`config.mk`:
```
export PLATFORM = sky130hd
export DESIGN_NAME = spss_list_mem
export DESIGN_NICKNAME = d
export VERILOG_FILES = /design/src/rtl/spss_list_mem.sv
export SDC_FILE = /design/constraint.sdc
export NUM_CORES = 2
export LEC_CHECK = 0
export BUFFER_PORTS_ARGS = -buffer_cell sky130_fd_sc_hd__buf_2
export CORE_UTILIZATION = 53
export DETAILED_ROUTE_END_ITERATION = 16
export PLACE_DENSITY = 0.68
export SYNTH_ARGS = -nofsm -noshare
export SYNTH_HDL_FRONTEND = slang
export SYNTH_SLANG_ARGS = --single-unit
```
`constraint.sdc`:
```
create_clock -name clk -period 3.1 [get_ports clk]
set_input_delay 0 -clock clk [delete_from_list [all_inputs] [get_ports clk]]
set_output_delay 0 -clock clk [all_outputs]
set_load 0.005 [all_outputs]
```
`src/rtl/spss_list_mem.sv`:
```
// ----------------------------------------------------------------------------
// spss_list_mem
// One list store: single write port, single read port, registered read data.
// ----------------------------------------------------------------------------
module spss_list_mem #(
	parameter int DEPTH = 128,
	parameter int WIDTH = 16,
	parameter int ADDR_W = $clog2(DEPTH)
) (
	input  logic              clk,
	input  logic              we,
	input  logic [ADDR_W-1:0] waddr,
	input  logic [WIDTH-1:0]  wdata,
	input  logic [ADDR_W-1:0] raddr,
	output logic [WIDTH-1:0]  rdata
);

	logic [WIDTH-1:0] mem [DEPTH];

	always_ff @(posedge clk) begin
		if (we) begin
			mem[waddr] <= wdata;
		end
	end

	always_ff @(posedge clk) begin
		rdata <= mem[raddr];
	end

endmodule

```
Word-level counts from Yosys, hierarchy flattened
Memory sizes are Yosys's and may differ from the RTL's. A register that Yosys moved wholly into a read port is not among the register bits.
Cells that the tools add are included.

storage, ports and cells
  register bits after elaboration = 0
  bits in writable memories = 2048
  memories kept = 1
  output and inout port bits = 16

memory list
  memory  depth  bits a word  rd ports  clocked after memory_dff  write ports  line  text
  mem     128    16           1         1                         1            18    logic [WIDTH-1:0] mem [DEPTH];

cells by class
  mux-type cells = 2

operator list
  kind              number
  1-bit 2-to-1 mux  2

Depth between registers and ports, before layout
  word-level depth = 2
  depth in mapped cells = 7
  mapped depth without buffers = 4

Least setup slack after synthesis
OpenSTA, ideal clock, no wires.

  path type = input-to-reg
  from = input raddr[0]
  to = register rdata[0] (read register of mem)
  stages on the path = 6
  path buffers = 2
  required time = 2.979 ns
  library setup time = 0.121 ns
  slack = 0.605 ns
  arrival = 2.374 ns
  cell sequence = buf_2 buf_1 mux4_2 mux4_2 mux4_2 mux2_2

RTL lines
  element             line  text
  start: declaration  14    input logic [ADDR_W-1:0] raddr,
  end: declaration    15    output logic [WIDTH-1:0] rdata

==> results.txt <==
The run finished with clean final reports. By area the synthesized netlist is led by edfxtp_1, mux4_2, nor2_1. The required time of the worst setup path is 3.81 ns.

The share of synthesized area occupied by flip-flops and latches came out at 0.787. The reported max-cap violation count came out at 0. The total length of routed wires is 189 mm. The placed wire-length estimate after detailed placement is 112 mm. The final-report max-slew violation count came out at 0. The mean instance size in the synthesized netlist came out at 25.4 um^2. STA classifies the critical path endpoint as a register. The maximum clock skew at final layout came out at 0.0299 ns. The non-filler instance count after layout is 5544. The synthesized instance count is 3086. The number of nets handed over by synthesis was 3118. The relative slew slack is 0.103.

Clock-pin slew was measured on the worst setup and hold paths at 0.06 ns. The fraction of the cycle the final worst path needs came out at 0.814. The global-route congestion overflow total is 0.

The floorplan has 140 rows. The total number of nets in the final design came out at 3495. The top achievable clock speed came out at 0.397 GHz.

The internal power contribution is 0.0449 W. The area used by multi-input combinational logic is 16100 um^2. The die is 387 um tall. Setup violations remaining at the end of the flow were counted as 0.

The fraction of layout instances using a drive strength above 1 came out at 0.353. The area of the placeable core is 146000 um^2. Of the post-synthesis cell area, the dominant cell type holds 0.783. The total track usage is 0.257. For this run, design rule violations remaining after detail routing come to 0. The class of the tightest hold or removal check is primary input to register.

The maximum net fanout on the critical path is 1. The via count of the first global-routing pass came out at 36473. For this block, the initial DRC count from the detailed router was 4680. The number of hold buffers added after cts is 24. Routability-driven placement finished with a final weighted congestion of 0.813. The analysis attributes to cell leakage a power of 27.9 nW. Setup repair after global routing left no endpoint under its margin.

The root buffer cell chosen for the clock tree is clkbuf_16. The routed via count divided by cell count is 6.49. Synthesis inferred 2064 register bits.

Gates resized during post-CTS repair numbered 0. The global-route wire length before repair came out at 269 mm. The die covers 150000 um^2. The iteration count of the initial detailed-routing pass is 6. The clock group share of total power came out at 0.403. The hold slack came out at 0.0592 ns. The initial core utilization came out at 0.537. Traced cell by cell, the critical path runs through mux4_2 -> mux4_2 -> mux4_2 -> mux2_2. The aggregate negative setup slack came out at 0 ns.

Of the total power, the share spent switching nets is 0.208. The largest total area in the synthesized netlist belongs to edfxtp_1. The share of total power dissipated in sequential elements is 0.545.

Fill cells in the final layout number 9536. 48 I/O pins were placed. In this run the cell area of the synthesized design comes to 78500 um^2. The TritonCTS clock tree is yes. The data arrival time of the critical path is 3.23 ns. The clock sink count came out at 2064. The detail route stage leaves a number of antenna-violating nets equal to 0. The worst setup path is launched from a register.

The critical path's slowest cell is mux4_2. Power spread over the standard cell area amounts to 634 nW/um^2. By instance count, the cell type seen most on the critical path is mux4_2.

The vias after detailed routing is 35983. Entering global routing, the biggest net connects 129 pins. The final critical path time including I/O delays and setup came out at 2.52 ns. The logic gate share of total power came out at 0.052. The number of hold violations in the final report came to 0.

The deepest clock path buffer count is 3. The highest cell delay on the worst timing path came out at 0.65 ns. The sequential standard cell area is 61800 um^2. The number of buffers inserted during clock tree synthesis is 199. The level count of the clock H-tree is 4. The switching power summed over all nets came out at 0.0118 W. After clock tree synthesis, the setup repair step added 0 buffers.

The number of antenna violations at the first check in global routing is 27. The number of placed cells counting well taps came out at 5155. The transition at the pin with the smallest max-transition slack came out at 1.35 ns. The count of buffers from port buffering came out at 47. The critical path is of the register to register type. The area growth from synthesis to layout is 14.0%. The synthesized netlist contains 17 unique library cells. The width of the chip is 387 um. For the worst-skew pair, the clock arrives at the later sink with an insertion delay of 0.83 ns. The average wire length per cell after detail routing came out at 34.0 um. The number of synthesis warnings came out at 0. The maximum ir drop on the vdd rail is 0.598 mV.
-- registers in the layout (all words and copies together), names as in the netlist --
signal / cells
mem: 2048
rdata: 16
-- synth_stat cells, drive strengths merged --
master,count
buf,82
clkbuf,82
dfxtp,16
edfxtp,2048
mux2,16
mux4,672
nand2,14
nand2b,2
nand3,12
nand4,3
nor2,122
nor2b,7
nor3,9
or3,1
-- per-layer routing --
layer,vias to the layer above,part of all wire,track usage
met2,2000,0.48,0.402
li1,14234,-,-
met1,19436,0.38,0.365
met5,-,0.00071,0
met4,20,0.022,0.0658
met3,293,0.11,0.0657
-- critical path, delay by kind of cell (launching register included) --
| family | cells | cell delay [ns] |
|---|---|---|
| muxes | 4 | 2.05 |
| DFF | 1 | 0.37 |
-- power groups by stage --
stage | logic (W) | registers (W) | clock network, W
6_report | 0.00296 | 0.0309 | 0.0229
4_1_cts | 0.00297 | 0.0309 | 0.0231
5_1_grt | 0.00310 | 0.0309 | 0.0241
3_3_place_gp | 0.00287 | 0.0315 | 0
3_5_place_dp | 0.00294 | 0.0315 | 0
2_1_floorplan | 0.00151 | 0.0314 | 0
-- through the flow --
step / util / cell area [um^2] / setup slack, ns / total power (W)
2_1_floorplan: - / 78500 / 0.605 / 0.0330
3_3_place_gp: 0.569 / 83200 / 0.139 / 0.0344
3_5_place_dp: 0.569 / 83200 / 0.109 / 0.0345
4_1_cts: 0.612 / 89500 / 0.560 / 0.0570
5_1_grt: 0.612 / 89500 / 0.555 / 0.0582
6_report: 0.612 / 89500 / 0.578 / 0.0567
-- layout make-up --
cell class	instances	area share
multi-input combinational	858	0.179
tap	1917	0.0268
sequential	2064	0.690
clock buffer	268	0.0605
timing repair buffer	340	0.0350
antenna	7	0.000196
clock inverter	90	0.00788
-- cells in the final DEF, fill, tap and decap left out, types with 5 or more instances in the layout --
cell / instances
clkbuf_8: 9
bufinv_16: 8
nor2_1: 122
dlygate4sd3_1: 24
nand2_1: 14
buf_2: 27
mux4_2: 672
buf_12: 45
nor2b_1: 7
nand3_1: 12
clkinv_2: 31
edfxtp_1: 2048
diode_2: 7
clkinvlp_4: 5
mux2_2: 16
buf_4: 240
nor3_2: 9
clkinv_1: 37
clkbuf_16: 203
dfxtp_1: 16
clkbuf_1: 56
-- logic make-up after synthesis --
family / count (synthesis) / share of synthesized area
buffers and inverters: 164 / 0.00881
DFF: 2064 / 0.787
muxes: 688 / 0.195
and+or+nand+nor: 170 / 0.00888
-- worst paths after layout --
| check | cells past startpoint | start | slack (ns) | end |
|---|---|---|---|---|
| max | 4 | mem[117][14]$_DFFE_PP_ | 0.58 | rdata[14]$_DFF_P_ |
| min | 3 | waddr[3] | 0.06 | mem[122][9]$_DFFE_PP_ |
| max reg2reg | 4 | mem[117][14]$_DFFE_PP_ | 0.58 | rdata[14]$_DFF_P_ |
| min reg2reg | 4 | mem[29][10]$_DFFE_PP_ | 1.13 | rdata[10]$_DFF_P_ |
(Power assumes the default switching activity.)
