## src/rtl/spss_pkg.sv

```systemverilog
// ----------------------------------------------------------------------------
// spss_pkg
// Shared types and constants of the sorted pair-sum search block.
// ----------------------------------------------------------------------------
package spss_pkg;

	// defaults of the top level parameters
	localparam int LIST_DEPTH_DEFAULT    = 128;
	localparam int ELEMENT_WIDTH_DEFAULT = 16;

	// fixed field widths
	localparam int KIND_W   = 2;
	localparam int INDEX_W  = 7;
	localparam int VALUE_W  = 16;
	localparam int TARGET_W = 17;
	localparam int SPAN_W   = 8;
	localparam int PADDR_W  = 3;
	localparam int PDATA_W  = 32;

	// item kinds
	localparam logic [KIND_W-1:0] KIND_LOAD_FIRST  = 2'd0;
	localparam logic [KIND_W-1:0] KIND_LOAD_SECOND = 2'd1;
	localparam logic [KIND_W-1:0] KIND_QUERY       = 2'd2;

	// register index, taken from paddr[2]
	localparam logic REG_LENGTH_IN_USE = 1'b0;

	localparam logic [SPAN_W-1:0] LENGTH_RESET = 8'd128;

	typedef enum logic {
		ST_IDLE,
		ST_STEP
	} spss_state_t;

	typedef struct packed {
		logic                   found;
		logic [VALUE_W-1:0]     first_value;
		logic [VALUE_W-1:0]     second_value;
		logic [INDEX_W-1:0]     first_position;
		logic [INDEX_W-1:0]     second_position;
	} spss_result_t;

endpackage

```

## src/rtl/spss_search.sv

```systemverilog
// ----------------------------------------------------------------------------
// spss_search
// Two-pointer walk over both list stores, one pointer step per cycle.
// ----------------------------------------------------------------------------
module spss_search #(
	parameter int LIST_DEPTH = 128,
	parameter int ELEMENT_WIDTH = 16,
	parameter int ADDR_W = $clog2(LIST_DEPTH)
) (
	input  logic                       clk,
	input  logic                       arst_n,
	input  logic                       query,
	input  logic [spss_pkg::TARGET_W-1:0] target,
	input  logic [spss_pkg::SPAN_W-1:0]   length_in_use,
	output logic                       busy,
	output logic [ADDR_W-1:0]          first_raddr,
	output logic [ADDR_W-1:0]          second_raddr,
	input  logic [ELEMENT_WIDTH-1:0]   first_rdata,
	input  logic [ELEMENT_WIDTH-1:0]   second_rdata,
	output logic                       done,
	output spss_pkg::spss_result_t     result
);
	import spss_pkg::*;

	localparam int SUM_W = (ELEMENT_WIDTH + 1 > TARGET_W) ? ELEMENT_WIDTH + 1 : TARGET_W;

	spss_state_t         state_q, state_d;
	logic [SPAN_W-1:0]   a_q, a_d, b_q, b_d, n_q, span;
	logic [TARGET_W-1:0] target_q;
	logic                done_q, done_d;
	spss_result_t        result_q, result_d;

	logic [SUM_W-1:0]    sum;
	logic                hit, below, exhausted;
	logic [SPAN_W-1:0]   a_inc, b_dec;

	// lengths above the store depth act as the depth
	assign span = (32'(length_in_use) > LIST_DEPTH) ? SPAN_W'(LIST_DEPTH) : length_in_use;

	assign sum   = SUM_W'(first_rdata) + SUM_W'(second_rdata);
	assign hit   = (sum == SUM_W'(target_q));
	assign below = (sum < SUM_W'(target_q));
	assign a_inc = a_q + 8'd1;
	assign b_dec = b_q - 8'd1;
	// b counts one above the second pointer
	assign exhausted = below ? (a_inc == n_q) : (b_dec == '0);

	always_comb begin
		state_d = state_q;
		unique case (state_q)
			ST_IDLE: begin
				if (query && span != '0) state_d = ST_STEP;
			end
			ST_STEP: begin
				if (hit || exhausted) state_d = ST_IDLE;
			end
		endcase
	end

	always_comb begin
		a_d          = a_q;
		b_d          = b_q;
		done_d       = 1'b0;
		result_d     = '0;
		first_raddr  = '0;
		second_raddr = '0;
		unique case (state_q)
			ST_IDLE: begin
				a_d          = '0;
				b_d          = span;
				first_raddr  = '0;
				second_raddr = ADDR_W'(span - 8'd1);
				done_d       = query && (span == '0);
			end
			ST_STEP: begin
				if (!hit) begin
					if (below) begin
						a_d = a_inc;
					end else begin
						b_d = b_dec;
					end
				end
				first_raddr  = ADDR_W'(a_d);
				second_raddr = ADDR_W'(b_d - 8'd1);
				done_d       = hit || exhausted;
				if (hit) begin
					result_d.found           = 1'b1;
					result_d.first_value     = VALUE_W'(first_rdata);
					result_d.second_value    = VALUE_W'(second_rdata);
					result_d.first_position  = INDEX_W'(a_q);
					result_d.second_position = INDEX_W'(b_dec);
				end
			end
		endcase
	end

	always_ff @(posedge clk or negedge arst_n) begin
		if (!arst_n) begin
			state_q <= ST_IDLE;
			a_q     <= '0;
			b_q     <= '0;
			n_q     <= '0;
			done_q  <= 1'b0;
		end else begin
			state_q <= state_d;
			a_q     <= a_d;
			b_q     <= b_d;
			done_q  <= done_d;
			if (state_q == ST_IDLE && query) begin
				n_q <= span;
			end
		end
	end

	always_ff @(posedge clk) begin
		if (state_q == ST_IDLE && query) begin
			target_q <= target;
		end
		result_q <= result_d;
	end

	assign busy   = (state_q != ST_IDLE);
	assign done   = done_q;
	assign result = result_q;

endmodule

```

## config.mk

```make
export PLATFORM = sky130hd
export DESIGN_NAME = spss_search
export DESIGN_NICKNAME = d
export VERILOG_FILES = /design/src/rtl/spss_pkg.sv /design/src/rtl/spss_search.sv
export SDC_FILE = /design/constraint.sdc
export NUM_CORES = 1
export LEC_CHECK = 0
export BUFFER_PORTS_ARGS = -buffer_cell sky130_fd_sc_hd__buf_2
export CORE_MARGIN = 2
export CORE_UTILIZATION = 32
export CTS_BUF_LIST = sky130_fd_sc_hd__clkbuf_4 sky130_fd_sc_hd__clkbuf_8
export CTS_CLUSTER_DIAMETER = 30
export DETAILED_ROUTE_END_ITERATION = 8
export PLACE_DENSITY_LB_ADDON = 0.25
export SLEW_MARGIN = 5
export SYNTH_ARGS = -nofsm -noshare
export SYNTH_HDL_FRONTEND = slang
export SYNTH_SLANG_ARGS = --single-unit
```

## constraint.sdc

```tcl
create_clock -name clk -period 6.1 [get_ports clk]
set_input_delay 0 -clock clk [delete_from_list [all_inputs] [get_ports clk]]
set_output_delay 0 -clock clk [all_outputs]
set_load 0.02 [all_outputs]
```

---- Word-level counts from Yosys, hierarchy flattened ----
Cells that the tools add are included.
operators by class
  add/subtract/negate cells ............... 5
  order comparisons ....................... 2
  eq/ne operators ......................... 4
  muxes and demuxes ....................... 16
  bitwise gates (word level) .............. 1
  reductions and logical operators ........ 9
operators by type and width
  kind                   count
  $mux W8                6
  $mux W47               1
  $pmux W8 S2            2
  $pmux W7 S2            2
  $add A16 B16 Y17       1
  $eq A17 B17 Y1         1
  $lt A17 B17 Y1         1
  $logic_not A8 Y1       2
  $sub A7 B1 Y7 const B  2
  $add A8 B1 Y8 const B  1
  $eq A8 B8 Y1           1
  $gt A8 B8 Y1 const B   1
  $reduce_bool A8 Y1     1
  $sub A8 B1 Y8 const B  1
  $pmux W1 S2            2
  $reduce_and A2 Y1      2
  $logic_and A1 B1 Y1    3
  $mux W1                3
  $ne A2 B1 Y1 const B   1
  $ne A2 B2 Y1 const B   1
  $logic_or A1 B1 Y1     1
  $not A1 Y1             1
storage, ports and cells
  flip-flop bits (word level) ............. 90
  bits of input ports ..................... 60
  output and inout bits ................... 63
  logic and storage cells ................. 49

---- Depth between registers and ports, before layout ----
  depth in word-level cells ............... 7
  mapped depth ............................ 24
  depth with buffers taken out ............ 24

---- Least setup slack after synthesis ----
OpenSTA, ideal clock, no wires.
  path kind ............................... input to output
  from .................................... input port first_rdata[0]
  to ...................................... output port second_raddr[6]
  data arrival time ....................... 4.683 ns
  required time ........................... 6.100 ns
  path slack .............................. 1.417 ns
  stages on the path ...................... 24
  path buffers ............................ 0
  cell sequence ........................... ha_1 -> inv_1 -> fa_1 -> nor2b_1 -> o21a_1 -> o21ai_0 -> a21oi_1 -> o2111ai_1 -> a31oi_1 -> a311oi_1 -> o21ai_0 -> ha_1 -> nand4_1 -> nor4_4 -> a2111o_2 -> o211ai_4 -> xnor2_1 -> mux2i_2 -> inv_1 -> ha_1 -> inv_1 -> or3_1 -> nor3_2 -> xor2_1
on the way
  word-level cells in the longest chain between the ends .. 7
  elaborated cells on any way between the ends .. 8
  classes of those cells .................. add/sub: 2; order compare: 1; eq/ne: 1; mux: 4
ends and longest elaborated chain
  what                RTL line           RTL
  start, declared     spss_search.sv:18  input logic [ELEMENT_WIDTH-1:0] first_rdata,
  $add A16 B16 Y17 *  spss_search.sv:40  assign sum = SUM_W'(first_rdata) + SUM_W'(second_rdata);
  $lt A17 B17 Y1      spss_search.sv:42  assign below = (sum < SUM_W'(target_q));
  $mux W8             spss_search.sv:77  if (below) begin
  $mux W8 *           spss_search.sv:76  if (!hit) begin
  $mux W8 *           spss_search.sv:67  unique case (state_q)
  $sub A7 B1 Y7 *     spss_search.sv:84  second_raddr = ADDR_W'(b_d - 8'd1);
  $pmux W7 S2 *       spss_search.sv:67
  end, declared       spss_search.sv:17  output logic [ADDR_W-1:0] second_raddr,
Mark *: on every way between the ends. The rest lies on a longest branch, timed or not. The select of a mux whose other input is x is not followed.

---- Final worst setup path ----
Ends and elaborated chain as after synthesis.

==> summary.txt <==
Place
  – Cell Count Post-Placement: 745
  – DP HPWL: 8.417 mm
  – I/O Buffers: 122
  – RD Place Congestion: 0.8386

Clock tree
  – Clk root buf: clkbuf_8
  – Reg clk slew, reported paths: 90 ps
  – CTS max path bufs: 2
  – # H-tree levels: 3
  – Worst skew pair latency: 370 ps
  – CTS Buf Count: 9
  – CTS tree: done
  – CTS Sinks: 90

Die
  – Die span in x: 123.8 um
  – Die Area: 0.01532 sq mm
  – IO Count: 123
  – Initial Utilization: 32.94%
  – Core area: 0.01393 sq mm
  – Die H: 123.8 um
  – Row cnt: 43

Global route
  – GR peak layer: met2
  – GRT Residual Overflow: 0
  – First-pass GRT wire length: 17.57 mm
  – Met1 usage: 18.59%
  – Vias in the first global route: 3671
  – Largest net degree at the start of global routing: 39
  – Met2 Usage GRT: 25.55%
  – GRT Overall Usage: 15.08%
  – Routing usage on met3: 3.617%
  – Initial antenna violation count: 0

Worst setup path
  – Crit path max-delay cell type: dlygate4sd3_1
  – Critical path type: input port to output port
  – Origin of the critical flop-to-flop path: target_q[16]
  – Peak fanout along the critical path: 6
  – Reg2reg end: result[45]
  – Reg2reg path depth: 8
  – Crit path DAT: 5610 ps
  – Worst EP required: 6100 ps
  – CP Capture Type: output port
  – CP peak stage delay: 530 ps
  – Crit-path leading delay family: compound AO/OA/AOI/OAI gates
  – Critical Path Source Type: input port
  – Worst path depth: 27
  – Flop2flop setup slack: 3060 ps
  – Crit path buf inv count: 6

Worst hold path
  – Hold Crit Depth: 3
  – Worst Hold Endpoint: n_q[2]
  – Worst min-delay path class: input port to flip-flop
  – Hold Crit Start: length_in_use[2]

Timing
  – RSZ-0062 raised after global routing: no
  – Slew Limit Fails: 0
  – Slew margin rel.: 43.66%
  – Clk_skew: 10.83 ps
  – Final Hold Violating Endpoints: 0
  – Setup violations, final: 0
  – Post-route clock period utilization: 91.95%
  – Crit path time final: 5609 ps
  – Total negative slack: 0 ps
  – FMAX: 178.3 MHz
  – Slew at the pin closest to its max-slew limit: 844.2 ps

Yosys
  – Netlist Area Pre-Place: 0.004591 sq mm
  – Synth async-reset ratio: 28.89%
  – Synthesized Nets: 560
  – Sequential-to-total area share from yosys stat: 45.79%
  – Gate Count Post-Synth: 462
  – Mean Syn Cell Area: 9.936 sq um
  – Yosys top cell area share: 20.50%
  – Unique masters post-synth: 54
  – Ys flop type: dfxtp_1
  – Cell taking the most area after synthesis: dfxtp_1
  – Ys Warns: 0
  – Synth area leaders: dfxtp_1 (20%), dfrtp_1 (14%), edfxtp_1 (11%)
  – Post-synth EDFFs: 17
  – Yosys reg bits: 90

Final layout
  – Post-layout util: 43.79%
  – Synth-to-layout area growth: 32.92%
  – # nets final: 731
  – N_diodes: 0
  – Leading cell type in the layout, fill and taps excluded: buf_2
  – Finished Layout Cells: 818
  – Commonest cells after routing, fill and taps aside: buf_2 (122), dlygate4sd3_1 (57), dfxtp_1 (47)
  – Share of layout cells above drive strength 1: 23.51%

Power and ir drop
  – Peak supply drop: 0.0004856 V
  – Flop pwr share: 38.1%
  – Net Switching: 814.1 uW
  – Internal Pwr Total: 1.258 mW
  – Pwr Density: 339.5 mW/mm^2
  – Overall Power: 2.072 mW
  – P_leak: 2.909 nW
  – Comb power frac: 42.7%
  – Clock power share: 19.2%
  – Switching share of power: 39.29%

Routing
  – Drt wl/cell: 13.71 um
  – DRT antenna net count: 0
  – Routed wire length: 11.21 mm
  – DR vias: 3733
  – Drt drc: 0
  – Drt pass-1 iters: 4
  – Vias per cell: 4.564
  – Starting DRT DRC Count: 131

Outcome
  – Outcome: complete, no violations

Job
  – Max-cap viol count: 0
-- kinds of logic (layout without fill, tap and decap cells) --
group	count (synthesis)	count (layout)	share of synthesized area [%]
buffers and inverters	54	230	4.988
xor gates and xnor gates	43	43	8.204
adders and majority gates	38	38	10.52
DFF	90	90	45.79
AOI/OAI and AO/OA	81	81	12.02
and+or+nand+nor	153	153	17.74
muxes	3	3	0.7358
-- flip-flops by register name, summed over array words and instances (netlist names) --
signal    count
b_q           8
result       47
busy          1
done          1
target_q     17
a_q           8
n_q           8
-- power by group through the flow --
stage                     Clock (mW)  Sequential, mW  Combinational, mW
after floorplan                    0           0.764              0.681
after global placement             0           0.801              0.849
after detailed placement           0           0.804              0.858
after CTS                      0.415           0.790              0.893
after global routing           0.444           0.804              0.985
final                          0.398           0.788              0.885
-- synth_stat cells (2+ instances only) --
| master | instances |
|---|---|
| clkbuf_1 | 11 |
| mux2i_1 | 2 |
| o22ai_1 | 3 |
| dfrtp_1 | 26 |
| o2111ai_1 | 2 |
| ha_1 | 37 |
| nand4_1 | 6 |
| and3_1 | 4 |
| nor2_1 | 32 |
| inv_1 | 35 |
| xor2_1 | 18 |
| o21ai_0 | 20 |
| a31oi_1 | 5 |
| a311oi_1 | 2 |
| nor3_1 | 7 |
| a21o_1 | 4 |
| edfxtp_1 | 17 |
| a21oi_1 | 20 |
| nand2b_1 | 8 |
| nand2_1 | 32 |
| o21a_1 | 6 |
| and2_1 | 40 |
| or3_1 | 5 |
| o211ai_1 | 3 |
| a211oi_1 | 2 |
| nor2b_1 | 2 |
| o211ai_4 | 2 |
| nand3_1 | 4 |
| nor4_1 | 5 |
| xnor2_1 | 25 |
| buf_4 | 7 |
| dfxtp_1 | 47 |
| nand3b_1 | 2 |
-- cell type report --
class                           instances  area (sq um)
Clock buffer                           14         186.4
Clock inverter                          2         10.01
Fill cell                            1354          7833
Inverter                               35         131.4
Multi-Input combinational cell        318          2266
Sequential cell                        90          2102
Tap cell                              180         225.2
Timing Repair Buffer                  179          1181
-- worst max-delay path by stage --
stage                         from              end  slack (ps)
CTS                 first_rdata[0]  second_raddr[6]         390
finish              first_rdata[0]  second_raddr[6]         490
detailed placement  first_rdata[0]  second_raddr[6]         990
global placement    first_rdata[0]  second_raddr[6]        1100
global route        first_rdata[0]  second_raddr[6]          40
floorplan           first_rdata[0]  second_raddr[6]        1420
-- per-layer routing --
layer,wire [um],share of wire [%],vias to the layer above
met3,550,4.9,16
met4,186,1.7,0
met5,0,0,-
met2,5401,48,87
li1,-,-,1915
met1,5075,45,1715
-- stage by stage --
step	hold slack, ps	setup WS [ps]	area [sq um]
final	17.05	491.2	6102
after detailed placement	51.41	989.1	5329
after CTS	1.311	393.4	6096
after floorplan	-295.6	1417	4591
after global placement	37.14	1100	5329
after global routing	24.29	35.78	6102
-- what timing repair did --
action	in CTS	in global routing
gates resized for setup	0	1
endpoints found under the setup margin	0	1
buffers inserted	0	0
hold endpoints to repair	84	0
hold buffers	57	0
-- tightest hold or removal path: stages --
cell	delay [ps]
buf_2	110
nand2b_1	130
o21ai_0	100
Note: power is estimated with default switching activity, not from simulation.
